==> src/rtl/rpa_pkg.sv <==
// Shared types and constants of the reference-counted page allocator.
`default_nettype none
package rpa_pkg;

  localparam int PAGE_W   = 15;
  localparam int REF_W    = 8;
  localparam int STATUS_W = 3;
  localparam int OP_W     = 2;

  typedef enum logic [OP_W-1:0] {
    OP_ALLOC  = 2'd0,
    OP_FREE   = 2'd1,
    OP_ADDREF = 2'd2,
    OP_NOP    = 2'd3
  } op_e;

  typedef enum logic [STATUS_W-1:0] {
    ST_OK     = 3'd0,
    ST_OOM    = 3'd1,
    ST_DOUBLE = 3'd2,
    ST_RANGE  = 3'd3,
    ST_SAT    = 3'd4
  } status_e;

  // One classified item as it travels from the front end to the back end.
  typedef struct packed {
    op_e               op;
    logic [PAGE_W-1:0] page;
    logic              in_range;
  } item_t;

  // Queue control between front end, queue and back end.
  typedef struct packed {
    logic  push;
    item_t item;
  } push_t;

  typedef struct packed {
    logic full;
    logic empty;
  } queue_stat_t;

  // One result as the back end delivers it.
  typedef struct packed {
    logic              valid;
    logic [PAGE_W-1:0] alloc_page;
    status_e           status;
    logic [REF_W-1:0]  ref_after;
  } result_t;

endpackage
`default_nettype wire

==> src/rtl/rpa_front.sv <==
// Front end: accepts items and classifies them (operation decode, range check).
`default_nettype none
module rpa_front #(
  parameter int NUM_PAGES = 32768
) (
  input  wire logic                         start_i,
  input  wire logic                         busy_i,
  input  wire logic [rpa_pkg::OP_W-1:0]     operation_i,
  input  wire logic [rpa_pkg::PAGE_W-1:0]   page_i,
  input  wire logic [rpa_pkg::PAGE_W-1:0]   first_page_i,
  output rpa_pkg::push_t                    push_o
);

  localparam int AW = $clog2(NUM_PAGES);
  localparam int WW = ((AW > rpa_pkg::PAGE_W) ? AW : rpa_pkg::PAGE_W) + 1;
  localparam logic [WW-1:0] NP = WW'(NUM_PAGES);

  logic [WW-1:0] page_ext;
  logic [WW-1:0] first_ext;

  assign page_ext  = WW'(page_i);
  assign first_ext = WW'(first_page_i);

  always_comb begin
    push_o.push          = start_i & ~busy_i;
    push_o.item.op       = rpa_pkg::op_e'(operation_i);
    push_o.item.page     = page_i;
    push_o.item.in_range = (page_ext >= first_ext) && (page_ext < NP);
  end

endmodule
`default_nettype wire

==> config.mk <==
export PLATFORM = sky130hd
export DESIGN_NAME = rpa_front
export DESIGN_NICKNAME = d
export VERILOG_FILES = /design/src/rtl/rpa_pkg.sv /design/src/rtl/rpa_front.sv
export SDC_FILE = /design/constraint.sdc
export NUM_CORES = 1
export LEC_CHECK = 0
export ABC_CLOCK_PERIOD_IN_PS = 1300
export BUFFER_PORTS_ARGS = -buffer_cell sky130_fd_sc_hd__buf_2
export CAP_MARGIN = 30
export CORE_MARGIN = 5
export CORE_UTILIZATION = 38
export DETAILED_ROUTE_END_ITERATION = 10
export PLACE_DENSITY_LB_ADDON = 0.15
export SLEW_MARGIN = 5
export SYNTH_ARGS = -nofsm -noshare
export SYNTH_HDL_FRONTEND = slang
export SYNTH_SLANG_ARGS = --single-unit
==> constraint.sdc <==
create_clock -name vclk -period 1.3
set_clock_uncertainty 0.05 [all_clocks]
set_input_delay 0.065 -clock vclk [all_inputs]
set_output_delay 0.065 -clock vclk [all_outputs]
set_load 0.03 [all_outputs]
# [Word level (Yosys, flattened, before mapping)]
# Cells that the tools add are included.
[totals] reg_bits=0 in_bits=34 wordCells=5
[op_classes] magnitude_cmp=2 bitwise_logic=2 n_reduce_logical=1
[ops] op="15-bit by 16-bit < comparator with 1-bit output (second input constant)" n=1
[ops] op="15-bit greater-or-equal comparator" n=1
[ops] op="1-bit bitwise AND" n=1
[ops] op="1-bit logical AND" n=1
[ops] op="1-bit NOT" n=1

# [Depth between registers and ports, before layout]
[depth] depth_word=2 ltp_mapped=6 ltp_nobuf=6

# [Least setup slack after synthesis]
# No wires, ideal clock.
[synth_timing] path_kind="input-to-output" startpoint="input port page_i[0] in the netlist's numbering" endpoint="output port push_o[0] in the netlist's numbering" arrival_ns=1.359 required_time_ns=1.185 slack_ns=-0.174 cell_stages=6 n_path_buf=0 path_cell_list="inv_1 > ha_1 > nor2b_4 > o21ai_2 > a21oi_1 > o41ai_2"
[synth_lines] item="from (decl)" line_no="rpa_front.sv:9" text="input wire logic [rpa_pkg::PAGE_W-1:0] page_i,"
[synth_lines] item="to (decl)" line_no="rpa_front.sv:11" text="output rpa_pkg::push_t push_o"

==> impl_metrics.json <==
{
  "status": "complete, no violations",
  "hold_class": "in -> out",
  "grt_pass1_vias": 446,
  "synth_xor_area_share_pct": 0,
  "final_cells": 119,
  "fillers": 133,
  "crit_path_end_kind": "output pin",
  "min_period_over_period_pct": 97.4,
  "drc": 0,
  "muxShareOfSynthArea_pct": 0,
  "port_buffers": 49,
  "core-area_um2": 1280,
  "utilization_pct": 55.4,
  "vias_per_cell": 4.34,
  "cts_setup_buffers": 0,
  "p_int_w": 0.000123,
  "fmax_mhz": 789,
  "power_per_cell_area_nw_per_um2": 403,
  "areaGrowthSynthToFinish_pct": 38.8,
  "detail_route.wl_per_cell_um": 8.99,
  "yosys.area_share.simple_pct": 11.0,
  "ir_drop_uv": 169,
  "startpoint_type": "input port",
  "arrival_ns": 1.15,
  "endpoint": "push_o[0]",
  "pre_cts_slack_ns": -0.0707,
  "drive_above_1_share_pct": 57.7,
  "fp.dieH_um": 46.7,
  "avgSynthCellArea_um2": 7.12,
  "synth.net_count": 121,
  "netSwitchingPower_w": 0.000164,
  "crit_type": "in -> out",
  "p_seq_share_pct": 0,
  "synth.top_cell.area_share_pct": 36.6,
  "clockBufferCount": 0,
  "drt_iter0_markers": 0,
  "io_pins": 53,
  "tightest_slew_ns": 0.249,
  "startpoint": "page_i[8]",
  "synth_top_family_by_area": "adder cells",
  "antenna_left": 0,
  "period_minus_slack_ns": 1.27,
  "rsz0062_at_grt": "true",
  "ctsHoldBuffers": 0,
  "p_clk_share_pct": 0,
  "netlist_area_um2": 513,
  "vias": 516,
  "required_ns": 1.19,
  "ys_types": 13,
  "syn_inst": 72,
  "rows": 13,
  "dieArea_um2": 2180,
  "first_pass_iters": 1,
  "antenna_cells": 0,
  "setup_viol": 0,
  "critPathMaxFanout": 2,
  "slew_headroom_pct": 83.3,
  "final-seq-area_um2": 0,
  "timing.final.ws_setup_ns": 0.0332,
  "grt_use_total_pct": 9.10,
  "slew_viol_final": 0,
  "synth_top_area_cell": "ha_1",
  "yosys_warnings": 0,
  "nets": 155,
  "mostFrequentLayoutCell": "buf_2",
  "combPwrFrac_pct": 100.0,
  "grt_antenna_before_repair": 0,
  "synth_adder_area_share_pct": 36.6,
  "initial_core_util_pct": 39.9,
  "swShare_pct": 57.2,
  "ys_top_cells_by_area": "ha_1 37%, buf_4 25%, inv_1 11%, a21oi_1 8.8%, nand2_1 4.4%",
  "placed_cells": 119,
  "chipWidth_um": 46.7,
  "p_leak_nw": 0.455,
  "grt_max_degree": 4,
  "place_hpwl_mm": 1.03,
  "seq_cells": 0,
  "synth-compound-area-share_pct": 16.6,
  "hold_viol": 0,
  "drv_cap": 0,
  "setup_tns_ns": 0,
  "final_cell_mix": "48 x buf_2, 15 x inv_1, 13 x ha_1, 5 x nand2_1, 5 x a21oi_1",
  "grt_first_pass_wirelength_mm": 1.57,
  "overflow": 0,
  "drt-total-wl_mm": 1.07,
  "place_congestion": 0.638,
  "ys_seq_area_share_pct": 0
}
-- critical path, stage by stage --
cell and delay, ns:
buf_2 0.10, ha_1 0.30, nand4_1 0.13, o41ai_4 0.38
buf_6 0.17
-- worst min path at each step --
stage	cells after the start	end	from	slack, ns
2_1_floorplan	1	push_o[18]	busy_i	0.19
3_5_place_dp	0	push_o[16]	operation_i[0]	0.08
3_3_place_gp	0	push_o[16]	operation_i[0]	0.08
6_report	0	push_o[16]	operation_i[0]	0.08
5_1_grt	0	push_o[17]	operation_i[1]	0.08
4_1_cts	0	push_o[16]	operation_i[0]	0.08
-- layer usage --
| layer | track usage [%] | vias up | share of wire, % |
|---|---|---|---|
| met2 | 19.5 | 21 | 54 |
| met4 | 0.552 | 0 | 0 |
| met5 | 0 | - | 0 |
| li1 | - | 281 | - |
| met1 | 10.2 | 214 | 35 |
| met3 | 0 | 0 | 11 |
-- cells in the mapped netlist --
cell	count
o41ai_2	1
buf_4	17
ha_1	15
o21ai_0	1
nor2b_4	1
nand2_1	6
nor2b_1	1
inv_1	15
o21ai_2	1
o21ai_1	2
a21oi_1	9
nand4_1	1
nor2_1	2
-- per-stage QoR --
step                total power, W  hold slack [ns]  cell area (µm²)
finish                    0.000287           0.0800              712
global route              0.000322           0.0800              712
CTS                       0.000278           0.0804              686
detailed placement        0.000262           0.0804              661
global placement          0.000259           0.0804              661
floorplan                 0.000212            0.190              524
-- final cells by class --
class | instances | area (µm²) | share of cell area, %
inverter | 15 | 56.3 | 7.91
tap | 15 | 18.8 | 2.64
timing repair buffer | 49 | 251 | 35.3
multi-input combinational | 40 | 385 | 54.1
-- cell families after synthesis --
logic type | after synthesis
compound gates | 14
fa+ha+maj | 15
buf+inv | 32
simple gates | 11
-- power by group through the flow --
stage / clock [W] / sequential, W / combinational, W
6_report: 0 / 0 / 0.000287
5_1_grt: 0 / 0 / 0.000322
4_1_cts: 0 / 0 / 0.000278
3_5_place_dp: 0 / 0 / 0.000262
3_3_place_gp: 0 / 0 / 0.000259
2_1_floorplan: 0 / 0 / 0.000212
-- what timing repair did --
item / in CTS / in global routing
resized for setup: 6 / 5
pin swaps: 1 / 2
endpoints found under the setup margin: 1 / 1
cloned: 0 / 0
Power figures use the tool's default switching activity.
