<file path="src/rtl/rpa_pkg.sv">
// Shared types and constants of the reference-counted page allocator.
`default_nettype none
package rpa_pkg;

  localparam int PAGE_W   = 15;
  localparam int REF_W    = 8;
  localparam int STATUS_W = 3;
  localparam int OP_W     = 2;

  typedef enum logic [OP_W-1:0] {
    OP_ALLOC  = 2'd0,
    OP_FREE   = 2'd1,
    OP_ADDREF = 2'd2,
    OP_NOP    = 2'd3
  } op_e;

  typedef enum logic [STATUS_W-1:0] {
    ST_OK     = 3'd0,
    ST_OOM    = 3'd1,
    ST_DOUBLE = 3'd2,
    ST_RANGE  = 3'd3,
    ST_SAT    = 3'd4
  } status_e;

  // One classified item as it travels from the front end to the back end.
  typedef struct packed {
    op_e               op;
    logic [PAGE_W-1:0] page;
    logic              in_range;
  } item_t;

  // Queue control between front end, queue and back end.
  typedef struct packed {
    logic  push;
    item_t item;
  } push_t;

  typedef struct packed {
    logic full;
    logic empty;
  } queue_stat_t;

  // One result as the back end delivers it.
  typedef struct packed {
    logic              valid;
    logic [PAGE_W-1:0] alloc_page;
    status_e           status;
    logic [REF_W-1:0]  ref_after;
  } result_t;

endpackage
`default_nettype wire

</file>
<file path="src/rtl/rpa_queue.sv">
// Two-entry queue of classified items between front end and back end.
`default_nettype none
module rpa_queue (
  input  wire logic           clk_i,
  input  wire logic           rst_ni,
  input  wire rpa_pkg::push_t push_i,
  input  wire logic           pop_i,
  output rpa_pkg::item_t      head_o,
  output rpa_pkg::queue_stat_t stat_o
);

  rpa_pkg::item_t entry_q [2];
  logic           wr_ptr_q, wr_ptr_d;
  logic           rd_ptr_q, rd_ptr_d;
  logic [1:0]     cnt_q, cnt_d;

  always_comb begin
    wr_ptr_d = wr_ptr_q;
    rd_ptr_d = rd_ptr_q;
    cnt_d    = cnt_q;
    if (push_i.push) begin
      wr_ptr_d = ~wr_ptr_q;
    end
    if (pop_i) begin
      rd_ptr_d = ~rd_ptr_q;
    end
    if (push_i.push && !pop_i) begin
      cnt_d = cnt_q + 2'd1;
    end else if (!push_i.push && pop_i) begin
      cnt_d = cnt_q - 2'd1;
    end
  end

  always_ff @(posedge clk_i or negedge rst_ni) begin
    if (!rst_ni) begin
      wr_ptr_q <= 1'b0;
      rd_ptr_q <= 1'b0;
      cnt_q    <= 2'd0;
    end else begin
      wr_ptr_q <= wr_ptr_d;
      rd_ptr_q <= rd_ptr_d;
      cnt_q    <= cnt_d;
    end
  end

  always_ff @(posedge clk_i) begin
    if (push_i.push) begin
      entry_q[wr_ptr_q] <= push_i.item;
    end
  end

  assign head_o       = entry_q[rd_ptr_q];
  assign stat_o.full  = (cnt_q == 2'd2);
  assign stat_o.empty = (cnt_q == 2'd0);

endmodule
`default_nettype wire

</file>
<file path="config.mk">
export PLATFORM = sky130hd
export DESIGN_NAME = rpa_queue
export DESIGN_NICKNAME = d
export VERILOG_FILES = /design/src/rtl/rpa_pkg.sv /design/src/rtl/rpa_queue.sv
export SDC_FILE = /design/constraint.sdc
export NUM_CORES = 1
export LEC_CHECK = 0
export ABC_AREA = 1
export BUFFER_PORTS_ARGS = -buffer_cell sky130_fd_sc_hd__buf_2
export CAP_MARGIN = 20
export CORE_MARGIN = 5
export CORE_UTILIZATION = 49
export CTS_CLUSTER_SIZE = 8
export DETAILED_ROUTE_END_ITERATION = 8
export PLACE_DENSITY_LB_ADDON = 0.3
export SYNTH_ARGS = -nofsm -noshare
export SYNTH_HDL_FRONTEND = slang
export SYNTH_SLANG_ARGS = --single-unit
</file>
<file path="constraint.sdc">
create_clock -name clk_i -period 4.61 [get_ports clk_i]
set_clock_uncertainty 0.1 [all_clocks]
set_input_delay 0.461 -clock clk_i [delete_from_list [all_inputs] [get_ports clk_i]]
set_output_delay 0.461 -clock clk_i [all_outputs]
set_load 0.005 [all_outputs]
</file>
After elaboration in Yosys (flattened, before gate mapping) --
Memory sizes are Yosys's and may differ from the RTL's. Index checks and enable logic that the tools add are counted.
Word-level totals: register bits after elaboration 4, memory bits (writable) 36, bits of input ports 22, output and inout bits 20, memories 1
Operators by class: $add $sub $neg 2, eq/ne operators 1, multiplexer cells 4, bitwise logic cells 2, reduce and logical (&&, ||, !) cells 6
Memories:
- entry_q | words 2, width 18, read ports 1, clocked after Yosys merged registers in 0, write ports 1, line rpa_queue.sv:12 | rpa_pkg::item_t entry_q [2];
Operators with widths (count):
- $mux 2 | 2
- $add 2x1->2 const B | 1
- $eq 2x2->1 const B | 1
- $logic_and 1x1->1 | 2
- $logic_not 1->1 | 2
- $logic_not 2->1 | 1
- $mux 1 | 2
- $not 1->1 | 2
- $reduce_bool 2->1 | 1
- $sub 2x1->2 const B | 1

Logic depth before layout (Yosys ltp) --
depth in word-level cells 4, gate-level depth with buffers 7

Least setup slack after synthesis --
Ideal clock, no wire load.
path type input -> register, start point in push_i[18] in the netlist's numbering, end point mem entry_q[0][0] in the netlist's numbering, enable pin, setup time 0.393 ns, arrival 1.266 ns, required time 4.117 ns, path slack 2.851 ns, stages 2, cells stage by stage inv_1 > nor2_1
Between the ends: longest elaborated chain between the ends 2
Ends and longest elaborated chain:
- from (decl) | line rpa_queue.sv:6 | input wire rpa_pkg::push_t push_i,
- $mux 1 | line rpa_queue.sv:47 | if (push_i.push) begin
- $mux 1 (implied by the code) | line rpa_queue.sv:48 | entry_q[wr_ptr_q] <= push_i.item;
- to (decl) | line rpa_queue.sv:12
Every way passes these cells.

==> flow_metrics.tcl <==
set metrics [dict create \
    status "complete, no violations" \
    dr_total_vias 804 \
    num_io_pins 42 \
    grt_pass1_wl_microns 4167 \
    hold_viol 0 \
    crit_cells 2 \
    drt-total-wl_microns 2473 \
    cts.sinks 40 \
    synth.most_common_cell "edfxtp_1" \
    worstPathRequired_ns 4.05 \
    finalCriticalPeriod_ns 2.412 \
    rsz0062_at_grt "no" \
    p_leak_nw 0.7811 \
    ys_seq_elements 40 \
    synth_nets 104 \
    port_buffers 41 \
    cellPowerDensity_nw_per_um2 557.1 \
    grt_max_degree 20 \
    die-height_microns 66.34 \
    syn_inst 81 \
    path_cells "mux2_2 -> buf_2" \
    setup_violations 0 \
    hold_depth 1 \
    intPower_uw 764.8 \
    grt_pass1_vias 916 \
    synthArstFlopShare_pct 10.00 \
    swShare_pct 26.71 \
    htreeDepth 2 \
    die_w_microns 66.34 \
    r2r-start "wr_ptr_q$_DFFE_PN0P_" \
    overflow 0 \
    final.setup.tns_ns 0 \
    avgSynthCellArea_sq_um 19.20 \
    post-synth-top-area-cell "edfxtp_1" \
    clkLatencyLatePin_ns 0.34 \
    vdd_ir_drop_max_mv 0.3155 \
    antenna_found_initial 0 \
    ys_types 14 \
    slowest_stage "dfrtp_1" \
    initial_utilization_pct 50.94 \
    synth_edf_count 36 \
    ys.warnings.count 0 \
    drive_above_1_share_pct 51.94 \
    track_usage_pct 13.40 \
    root_buffer "clkbuf_4" \
    fin_crit_sh_pct 52.32 \
    fillCellCount 257 \
    fin_util_pct 61.35 \
    critical-path-top-delay-family "flip-flops" \
    power_frac_clock_pct 21.0 \
    drcViolationCount 0 \
    sequentialPowerShare_pct 52.9 \
    die-area_sq_um 4400 \
    fmax_mhz 414.6 \
    ff2ff_path_depth 1 \
    holdCritPathClass "in -> reg" \
    synthDominantCellAreaShare_pct 69.51 \
    clockBufferDepth 2 \
    critPathCaptureType "output pin" \
    syn_to_final_growth_pct 20.43 \
    p_sw_uw 278.7 \
    drt-pass1-iter-count 4 \
    r2r_end "entry_q[0][8]$_DFFE_PP_" \
    synth_common_cells "edfxtp_1, mux2_2, mux2_4" \
    holdPathEnd "entry_q[1][3]$_DFFE_PP_" \
    max-slew-margin-rel_pct 37.81 \
    min_from "push_i[3]" \
    ant_nets 0 \
    ys.flop_type "edfxtp_1" \
    slowest_delay_ns 0.97 \
    routedWlPerCell_microns 14.29 \
    p_comb_share_pct 26.2 \
    diodes 0 \
    ys_seq_area_share_pct 75.95 \
    crit_fanout 19 \
    r2r_setup_slack_ns 2.99 \
    crit_arrival_ns 1.85 \
    crit_buf_inv 1 \
    cts-buffers-inserted 5 \
    avgViaCountPerCell 4.647 \
    place_hpwl_microns 1783 \
    slew_violations 0 \
    clk_pin_slew_ns 0.11 \
    crit_type "reg -> out" \
    cap_viol_max_count 0 \
    drtIter0Drc 22 \
    nNetsFinal 151 \
    rows 20 \
    synth.cell_area_sq_um 1555 \
    gp_congestion 0.6440 \
    cp-start-kind "flip-flop" \
    core_sq_um 3053 \
    cts_tree "yes" \
    synthTopCellsByArea "edfxtp_1, mux2_4, mux2_2" \
    worst_slew_pin_slew_ns 0.9329 \
]
repair_timing:
item / CTS / global route
setup buffers: 0 / 0
setup endpoints to repair: 0 / 0
gates resized for setup: 0 / 0
hold buffers: 1 / 0
endpoints found under the hold margin: 4 / 0
logic make-up (layout without fill, tap and decap cells):
family	count (synthesis)	in the layout	share of synthesized area [%]
buffers and inverters	9	57	3.701
muxes	18	18	15.21
DFF	40	40	75.95
xor gates and xnor gates	3	3	1.690
and+or+nand+nor	10	10	2.655
adders and majority gates	1	1	0.8044
registers in the layout, summed over array words and instances, names as in the netlist:
signal and cells:
cnt_q 2, entry_q 36, rd_ptr_q 1, wr_ptr_q 1
final cells by class:
cell class,count,area [sq um],area share (%)
Multi-Input combinational cell,32,319.1,17.03
Sequential cell,40,1181,63.06
Clock buffer,6,41.29,2.204
Timing Repair Buffer,42,215.2,11.49
Inverter,7,26.28,1.403
Clock inverter,2,35.03,1.870
Tap cell,44,55.05,2.939
layout by cell type, fill, tap and decap left out, drive strengths merged:
cell / n
nand3: 1
clkinv: 1
clkbuf: 6
dlygate4sd3: 1
bufinv: 1
nand2: 5
nand4: 1
inv: 7
xnor2: 1
mux2: 18
buf: 41
dfrtp: 4
xor2: 2
edfxtp: 36
ha: 1
nor2: 3
how the worst max path moves through the flow:
| stage | from | endpoint |
|---|---|---|
| 2_1_floorplan | push_i[18] | entry_q[0][0]$_DFFE_PP_ |
| 3_3_place_gp | rd_ptr_q$_DFFE_PN0P_ | head_o[15] |
| 3_5_place_dp | rd_ptr_q$_DFFE_PN0P_ | head_o[16] |
| 4_1_cts | rd_ptr_q$_DFFE_PN0P_ | head_o[16] |
| 5_1_grt | rd_ptr_q$_DFFE_PN0P_ | head_o[2] |
| 6_report | rd_ptr_q$_DFFE_PN0P_ | head_o[16] |
per-stage QoR:
| step | power [mW] | area (sq um) | hold slack [ns] | setup WS [ns] | instances |
|---|---|---|---|---|---|
| 3_3_place_gp | 0.8288 | 1787 | 0.1729 | 2.550 | 164 |
| 2_1_floorplan | 0.7449 | 1555 | 0.06541 | 2.851 | 81 |
| 3_5_place_dp | 0.8437 | 1787 | 0.1765 | 2.541 | 164 |
| 4_1_cts | 1.062 | 1873 | 0.1854 | 2.144 | 173 |
| 6_report | 1.043 | 1873 | 0.2002 | 2.198 | 173 |
| 5_1_grt | 1.107 | 1873 | 0.1902 | 2.070 | 173 |
power groups by stage:
| stage | logic (mW) | clock network, mW | registers, mW |
|---|---|---|---|
| 5_1_grt | 0.304 | 0.237 | 0.566 |
| 4_1_cts | 0.282 | 0.225 | 0.555 |
| 6_report | 0.273 | 0.219 | 0.552 |
| 3_5_place_dp | 0.281 | 0 | 0.563 |
| 2_1_floorplan | 0.230 | 0 | 0.515 |
| 3_3_place_gp | 0.273 | 0 | 0.555 |
routing by layer:
layer  routed length (microns)  track usage (%)
met5                         0                0
met4                        57            7.614
met3                       164            4.762
met2                      1377            23.79
met1                       874            13.32
Power figures use the tool's default switching activity.
